--- config.mk ---
export PLATFORM = sky130hd
export DESIGN_NAME = qte_cordic
export DESIGN_NICKNAME = d
export VERILOG_FILES = /design/src/design/quaternion_to_euler_angles_assert.svh /design/src/design/qte_pkg.sv /design/src/design/qte_cordic.sv
export SDC_FILE = /design/constraint.sdc
export NUM_CORES = 2
export LEC_CHECK = 0
export BUFFER_PORTS_ARGS = -buffer_cell sky130_fd_sc_hd__buf_2
export CAP_MARGIN = 0
export CORE_MARGIN = 3
export CORE_UTILIZATION = 50
export DETAILED_ROUTE_END_ITERATION = 7
export HOLD_SLACK_MARGIN = 0.12
export MAX_ROUTING_LAYER = met4
export PLACE_DENSITY = 0.67
export RECOVER_POWER = 25
export SETUP_SLACK_MARGIN = 0.1
export SLEW_MARGIN = 20
export SYNTH_ARGS = -nofsm -noshare
export SYNTH_HDL_FRONTEND = slang
export SYNTH_SLANG_ARGS = --single-unit
--- constraint.sdc ---
create_clock -name clk -period 8.38 [get_ports clk]
set_input_delay 0.419 -clock clk [delete_from_list [all_inputs] [get_ports clk]]
set_output_delay 0.419 -clock clk [all_outputs]
set_load 0.005 [all_outputs]
--- src/design/quaternion_to_euler_angles_assert.svh ---
// assertion macros for the quaternion to euler angles block
// expects clk and rst_n in the including scope
`ifndef QUATERNION_TO_EULER_ANGLES_ASSERT_SVH
`define QUATERNION_TO_EULER_ANGLES_ASSERT_SVH

// implication checked at every clock edge outside reset
`define QTE_ASSERT_IMPLIES(lbl, ante, cons, msg) \
    lbl: assert property (@(posedge clk) disable iff (!rst_n) (ante) |-> (cons)) \
        else $error(msg);

// condition that must hold at every clock edge outside reset
`define QTE_ASSERT_ALWAYS(lbl, cond, msg) \
    lbl: assert property (@(posedge clk) disable iff (!rst_n) (cond)) else $error(msg);

`endif

--- src/design/qte_pkg.sv ---
// shared types, constants and tables for the quaternion to euler angles block
// no dependencies
package qte_pkg;

    localparam int QUAT_WIDTH_DEF   = 16;
    localparam int CORDIC_STEPS_DEF = 16;

    localparam int SEQ_W   = 4;
    localparam int NUM_SEQ = 12;
    localparam logic [SEQ_W-1:0] SEQ_RESET = 4'd4;

    localparam int PROD_W = 32;
    localparam int TERM_W = 35;
    localparam int CORD_W = 36;
    localparam int ANG_W  = 28;
    localparam int OUT_W  = 16;
    localparam int SQ_W   = 62;
    localparam int SQRT_STEPS = 31;

    localparam logic signed [ANG_W-1:0] DEG180  = ANG_W'(180 * 65536);
    localparam logic signed [OUT_W-1:0] OUT_MAX = 16'sd23040;
    localparam logic signed [PROD_W-1:0] ONE_Q30 = 32'sd1073741824;

    // latencies of the front end and the square root
    localparam int PROD_LAT = 4;
    localparam int SQRT_LAT = SQRT_STEPS + 1;

    // term codes
    localparam logic signed [4:0] TM_ZERO  = 5'sd0;
    localparam logic signed [4:0] TM_SXY_P = 5'sd1;
    localparam logic signed [4:0] TM_SXY_M = 5'sd2;
    localparam logic signed [4:0] TM_SXZ_P = 5'sd3;
    localparam logic signed [4:0] TM_SXZ_M = 5'sd4;
    localparam logic signed [4:0] TM_SYZ_P = 5'sd5;
    localparam logic signed [4:0] TM_SYZ_M = 5'sd6;
    localparam logic signed [4:0] TM_DX    = 5'sd7;
    localparam logic signed [4:0] TM_DY    = 5'sd8;
    localparam logic signed [4:0] TM_DZ    = 5'sd9;

    typedef struct packed {
        logic signed [TERM_W-1:0] r11;
        logic signed [TERM_W-1:0] r12;
        logic signed [TERM_W-1:0] r31;
        logic signed [TERM_W-1:0] r32;
        logic signed [PROD_W-1:0] c;
        logic                     odd;
        logic                     bad;
        logic                     clamped;
    } qte_pay_t;

    // codes for r11, r12, r21, r31, r32, r11 in the low bits
    function automatic logic [24:0] seq_row(input logic [SEQ_W-1:0] seq);
        logic [24:0] row;
        begin
            unique case (seq)
                4'd0:  row = {TM_DZ, TM_SYZ_P, -TM_SXZ_M, TM_DX, TM_SXY_P};
                4'd1:  row = {-TM_SXZ_M, TM_SYZ_P, TM_DZ, TM_SXZ_P, TM_SYZ_M};
                4'd2:  row = {TM_DZ, -TM_SXZ_M, TM_SYZ_P, TM_DY, -TM_SXY_M};
                4'd3:  row = {TM_SYZ_P, TM_SXZ_M, TM_DZ, -TM_SYZ_M, TM_SXZ_P};
                4'd4:  row = {TM_DY, TM_SXY_P, -TM_SYZ_M, TM_DZ, TM_SXZ_P};
                4'd5:  row = {-TM_SYZ_M, TM_SXY_P, TM_DY, TM_SYZ_P, TM_SXY_M};
                4'd6:  row = {TM_DY, -TM_SYZ_M, TM_SXY_P, TM_DX, -TM_SXZ_M};
                4'd7:  row = {TM_SXY_P, TM_SYZ_M, TM_DY, -TM_SXY_M, TM_SYZ_P};
                4'd8:  row = {TM_DX, -TM_SXY_M, TM_SXZ_P, TM_DZ, -TM_SYZ_M};
                4'd9:  row = {TM_SXZ_P, TM_SXY_M, TM_DX, -TM_SXZ_M, TM_SXY_P};
                4'd10: row = {TM_DX, TM_SXZ_P, -TM_SXY_M, TM_DY, TM_SYZ_P};
                4'd11: row = {-TM_SXY_M, TM_SXZ_P, TM_DX, TM_SXY_P, TM_SXZ_M};
                default: row = {TM_ZERO, TM_ZERO, TM_ZERO, TM_ZERO, TM_ZERO};
            endcase
            return row;
        end
    endfunction

    // atan(2^-i) in degrees * 65536
    function automatic logic signed [ANG_W-1:0] atan_tab(input logic [4:0] i);
        logic signed [ANG_W-1:0] a;
        begin
            unique case (i)
                5'd0:  a = 28'sd2949120;
                5'd1:  a = 28'sd1740967;
                5'd2:  a = 28'sd919879;
                5'd3:  a = 28'sd466945;
                5'd4:  a = 28'sd234379;
                5'd5:  a = 28'sd117304;
                5'd6:  a = 28'sd58666;
                5'd7:  a = 28'sd29335;
                5'd8:  a = 28'sd14668;
                5'd9:  a = 28'sd7334;
                5'd10: a = 28'sd3667;
                5'd11: a = 28'sd1833;
                5'd12: a = 28'sd917;
                5'd13: a = 28'sd458;
                5'd14: a = 28'sd229;
                5'd15: a = 28'sd115;
                5'd16: a = 28'sd57;
                5'd17: a = 28'sd29;
                5'd18: a = 28'sd14;
                5'd19: a = 28'sd7;
                5'd20: a = 28'sd4;
                5'd21: a = 28'sd2;
                5'd22: a = 28'sd1;
                default: a = 28'sd0;
            endcase
            return a;
        end
    endfunction

endpackage

--- src/design/qte_cordic.sv ---
// pipelined vectoring cordic, atan2(y, x) in degrees * 65536
// depends on qte_pkg
module qte_cordic #(
    parameter int CORDIC_STEPS = qte_pkg::CORDIC_STEPS_DEF
) (
    input  logic                               clk,
    input  logic                               rst_n,
    input  logic                               in_valid,
    input  logic signed [qte_pkg::CORD_W-1:0]  y,
    input  logic signed [qte_pkg::CORD_W-1:0]  x,
    output logic                               out_valid,
    output logic signed [qte_pkg::ANG_W-1:0]   angle
);
    import qte_pkg::*;

    logic                     v_reg [CORDIC_STEPS+1];
    logic signed [CORD_W-1:0] x_reg [CORDIC_STEPS+1];
    logic signed [CORD_W-1:0] y_reg [CORDIC_STEPS+1];
    logic signed [ANG_W-1:0]  z_reg [CORDIC_STEPS+1];

    always_ff @(posedge clk or negedge rst_n)
    begin
        if (!rst_n)
        begin
            v_reg[0] <= 1'b0;
        end
        else
        begin
            v_reg[0] <= in_valid;
        end
    end

    // half-turn pre-rotation for the left half plane
    always_ff @(posedge clk)
    begin
        if (x < 0)
        begin
            z_reg[0] <= (y >= 0) ? DEG180 : -DEG180;
            x_reg[0] <= -x;
            y_reg[0] <= -y;
        end
        else
        begin
            z_reg[0] <= '0;
            x_reg[0] <= x;
            y_reg[0] <= y;
        end
    end

    for (genvar i = 0; i < CORDIC_STEPS; i++)
    begin : g_iter
        localparam logic signed [ANG_W-1:0] ATAN = atan_tab(5'(i));
        logic signed [CORD_W-1:0] xs, ys;
        assign xs = x_reg[i] >>> i;
        assign ys = y_reg[i] >>> i;

        always_ff @(posedge clk or negedge rst_n)
        begin
            if (!rst_n)
            begin
                v_reg[i+1] <= 1'b0;
            end
            else
            begin
                v_reg[i+1] <= v_reg[i];
            end
        end

        always_ff @(posedge clk)
        begin
            if (y_reg[i] >= 0)
            begin
                x_reg[i+1] <= x_reg[i] + ys;
                y_reg[i+1] <= y_reg[i] - xs;
                z_reg[i+1] <= z_reg[i] + ATAN;
            end
            else
            begin
                x_reg[i+1] <= x_reg[i] - ys;
                y_reg[i+1] <= y_reg[i] + xs;
                z_reg[i+1] <= z_reg[i] - ATAN;
            end
        end
    end

    assign out_valid = v_reg[CORDIC_STEPS];
    assign angle     = z_reg[CORDIC_STEPS];

endmodule

Yosys cells after proc, flatten, opt, wreduce, memory -nomap -nowiden
Memories as Yosys holds them, arrays and structs flattened.
Cells that the tools add are included.
{ "classes": {"n_addsub": 97, "order_cmp": 18, "bitwise": 51, "muxes": 103} }
{ "op_table": {"columns": ["op", "n"], "rows": [
  ["2-to-1 mux 36 bit", 34],
  [">= comparator 36 x 1 -> 1 bit (second input constant)", 17],
  ["2-to-1 mux 28 bit", 18],
  ["adder 36 x 21 -> 36 bit", 2],
  ["adder 36 x 22 -> 36 bit", 2],
  ["adder 36 x 23 -> 36 bit", 2],
  ["adder 36 x 24 -> 36 bit", 2],
  ["adder 36 x 25 -> 36 bit", 2],
  ["adder 36 x 26 -> 36 bit", 2],
  ["adder 36 x 27 -> 36 bit", 2],
  ["adder 36 x 28 -> 36 bit", 2],
  ["adder 36 x 29 -> 36 bit", 2],
  ["adder 36 x 30 -> 36 bit", 2],
  ["adder 36 x 31 -> 36 bit", 2],
  ["adder 36 x 32 -> 36 bit", 2],
  ["adder 36 x 33 -> 36 bit", 2],
  ["adder 36 x 34 -> 36 bit", 2],
  ["adder 36 x 35 -> 36 bit", 2],
  ["negation 36 bit", 2],
  ["subtractor 36 x 21 -> 36 bit", 2],
  ["subtractor 36 x 22 -> 36 bit", 2],
  ["subtractor 36 x 23 -> 36 bit", 2],
  ["subtractor 36 x 24 -> 36 bit", 2],
  ["subtractor 36 x 25 -> 36 bit", 2],
  ["other kinds (47)", 158]
]} }
{ "word_totals": {"n_memories": 3, "ram_bits": 1700, "word_cells": 289, "reg_bits": 17, "output_inout_bits": 29} }
{ "memory_table": {"columns": ["memory", "words", "width", "read_ports", "rd_clocked_by_memory_dff", "write_ports", "line", "text"], "rows": [
  ["x_reg", 17, 36, 16, 0, 17, "qte_cordic.sv:17", "logic signed [CORD_W-1:0] x_reg [CORDIC_STEPS+1];"],
  ["y_reg", 17, 36, 16, 0, 17, "qte_cordic.sv:18", "logic signed [CORD_W-1:0] y_reg [CORDIC_STEPS+1];"],
  ["z_reg", 17, 28, 17, 0, 17, "qte_cordic.sv:19", "logic signed [ANG_W-1:0] z_reg [CORDIC_STEPS+1];"]
]} }

Logic depth before layout (Yosys ltp)
{ "logic_depth": {"ltp_word": 4, "mapped_depth": 23} }

Worst setup path after synthesis
Ideal clock, no wire load.
{ "synth_timing": {"kind": "reg-to-reg", "startpoint": "mem y_reg[13][18]", "endpoint": "mem x_reg[14][30]", "path_stages_with_launch": 19, "path_buffers": 0, "t_arrival_ns": 4.542, "setup_time_ns": 0.119, "setup_slack_ns": 3.719, "path_cell_list": "dfxtp_1 or4_1 or3_1 or3_1 or3_1 nand2_1 xnor2_1 ha_1 and4_1 a221oi_1 o21ai_0 and3_1 nor3_1 o2bb2ai_1 o21ai_0 a21o_1 a21oi_1 o21ba_2 xnor2_1"} }
{ "synth_lines": {"columns": ["item", "line"], "rows": [
  ["start: declaration", "qte_cordic.sv:18"],
  ["end: declaration", "qte_cordic.sv:17"]
]} }

==> impl_metrics.yaml <==
yosys:
  synth.distinct_cells: 95
  syn_area_mm2: 0.112
  ys_seq_area_share_pct: 26.6
  synthArstFlopShare_pct: 1.14
  ys.warnings.count: 0
  synthCells: 13276
  synth_flop_cell: "dfxtp_1"
  ys_ff_latch: 1488
  syn_avg_cell_area_um2: 8.47
  synth_edf_count: 0
layout:
  drive_gt1_share_pct: 3.70
  final_nets: 15126
  multi_input_area_mm2: 0.0798
  area_delta_synth_final_pct: 10.0
  final-instance-count-excl-fill: 16683
  register_area_mm2: 0.0299
  fillers: 20331
  largest_register_ffs: 540
min_path:
  min_path_type: "in2reg"
  hold_depth: 2
critical_path:
  critical_path_buf_inv_count: 1
  crit_required_ns: 9.10
  worst-path-max-fanout: 62
  path_depth: 15
  cp_top_family: "compound AO/OA/AOI/OAI gates"
  crit_slowest_cell: "clkbuf_1"
  r2r_cells: 15
  crit_chain: "clkbuf_1, o21ai_0, xnor2_1, ha_1, a21o_1, a21oi_1, nor2b_1, o41a_1, a221o_1, a21oi_1, a31oi_1, a211oi_1, nor3_1, o22ai_1, xnor2_1"
  path_class: "reg2reg"
  cp_data_arrival_time_ns: 7.09
  slowest_delay_ns: 2.00
  startpoint_type: "flip-flop"
  r2r_slack_ns: 2.00
  worst_setup_path_end_kind: "flip-flop"
timing:
  maxSlewViolCount: 536
  rsz0062_at_grt: "false"
  tightest_slew_ns: 3.15
  tns_ns: 0
  fmax_ghz: 0.157
  setup_viol: 0
  fin_skew_ns: 0.0653
  hold_violations: 0
  period_needed_ns: 6.38
  fin_hold_ws_ns: 0.224
  relSlewSlack_pct: -110
  finalCritPeriodShare_pct: 76.1
  fin_ws_ns: 2.00
floorplan:
  die_w_um: 480
  fp-row-count: 173
  die_y_um: 480
  die-area_mm2: 0.231
  initial_core_util_pct: 50.5
  ios: 104
  core_area_mm2: 0.223
route:
  via_per_inst: 5.83
  drt-pass1-iter-count: 6
  drc: 0
  wl_per_cell_um: 19.5
  vias: 97286
  ant_nets: 0
  wl_um: 325000
  drtIter0Drc: 5916
place:
  gp_congestion: 0.978
  pre_cts_ws_ns: 3.04
  place_inst: 16231
  hpwlAfterDp_um: 262000
  io_buffers: 102
run_status:
  status: "finished with violations"
  violations: "capacitance limit, slew limit"
clocking:
  cts_buffer_depth: 3
  post_cts_resized: 0
  clk_pin_slew_ns: 0.06
  cts_root_buf: "clkbuf_16"
  clk_latency_ns: 0.85
  cts_sinks: 1488
  post_cts_buffers: 0
  cts_hold_buf: 130
  cts_made_buffers: 172
  cts_tree: "done"
  htreeDepth: 4
global_routing:
  grt_pass1_wl_um: 516000
  grt_pass1_vias: 95073
  grt_antenna_before_repair: 7
  grt-ovfl-total: 0
  track_usage_pct: 28.2
  grt_max_degree: 80
run:
  drv_cap: 11
path summary, 6_finish.rpt:
check | startpoint | endpoint
worst max-delay path | y_reg[1][35] | x_reg[2][35]
worst min-delay path | in_valid | v_reg[16]
worst max register to register | y_reg[1][35] | x_reg[2][35]
worst min register to register | z_reg[5][1] | z_reg[6][1]
max in group asynchronous | rst_n | v_reg[2]
min in group asynchronous | rst_n | v_reg[11]
area by class of cell:
| type | count | area share, % |
|---|---|---|
| multi-input combinational | 11047 | 64.5 |
| sequential | 1488 | 24.1 |
| clock buffer | 229 | 3.98 |
| tap | 2975 | 3.01 |
| inverter | 588 | 1.78 |
| timing repair buffer | 263 | 1.58 |
| clock inverter | 86 | 0.992 |
| antenna | 7 | 0.0142 |
kinds of logic after synthesis:
family,Yosys count,share of synthesized area [%]
other,1,0.00333
DFF,1488,26.6
muxes,44,0.394
and+or+nand+nor,3445,15.2
AOI/OAI and AO/OA,4050,23.2
adders and majority gates,1491,16.9
buffers and inverters,819,2.74
xor gates and xnor gates,1938,15.1
metrics by stage:
stage | util, % | cell area, um^2
2_1_floorplan | - | 113000
3_3_place_gp | 52.2 | 116000
3_5_place_dp | 52.2 | 116000
4_1_cts | 55.5 | 124000
5_1_grt | 55.5 | 124000
6_report | 55.5 | 124000
worst reg2reg max path, stage by stage (launching register included):
cell and delay, ns:
dfxtp_1 0.66, clkbuf_1 2.00, o21ai_0 0.47, xnor2_1 0.30, ha_1 0.32, a21o_1 0.20, a21oi_1 0.14, nor2b_1 0.08
o41a_1 0.35, a221o_1 0.34, a21oi_1 0.19, a31oi_1 0.25, a211oi_1 0.49, nor3_1 0.12, o22ai_1 0.17, xnor2_1 0.20
metal layers:
| layer | up-vias | GRT usage, % | routed length, um | share of wire (%) |
|---|---|---|---|---|
| li1 | 48658 | - | - | - |
| met1 | 45671 | 33.0 | 138000 | 43 |
| met2 | 2277 | 48.9 | 159000 | 49 |
| met3 | 680 | 3.43 | 13100 | 4.0 |
| met4 | 0 | 11.5 | 14800 | 4.6 |
| met5 | - | - | 0 | 0 |
cell usage after synthesis, types with 213 or more instances:
library cell | count | area, um^2
nand2b_1 | 230 | 1440
o21a_1 | 213 | 1600
nand2_1 | 784 | 2940
ha_1 | 1451 | 18200
o31ai_1 | 278 | 2090
a21oi_1 | 1138 | 5700
o21ai_0 | 821 | 4110
nor2_1 | 933 | 3500
nand3_1 | 221 | 1110
xor2_1 | 674 | 5900
nor3_1 | 252 | 1260
inv_1 | 582 | 2180
xnor2_1 | 1264 | 11100
a21o_1 | 633 | 4750
dfxtp_1 | 1471 | 29400
layout by cell type (no fill, tap or decap), types with 160 or more instances in the layout:
cell	netlist	routed
clkbuf_16	0	175
o21bai_1	197	197
inv_1	582	583
nor2_1	933	933
nor3_1	252	251
ha_1	1451	1451
dfxtp_1	1471	1468
o31ai_1	278	278
nand2b_1	230	230
o21a_1	213	213
o21ai_0	821	821
nand2_1	784	784
xnor2_1	1264	1264
or3_1	160	160
nor2b_1	191	191
a21o_1	633	633
xor2_1	674	674
nand3_1	221	221
a21oi_1	1138	1138
Power is left out: the tool's default activity adds up to more than one toggle a clock period on the data nets, which glitch-free logic cannot reach.
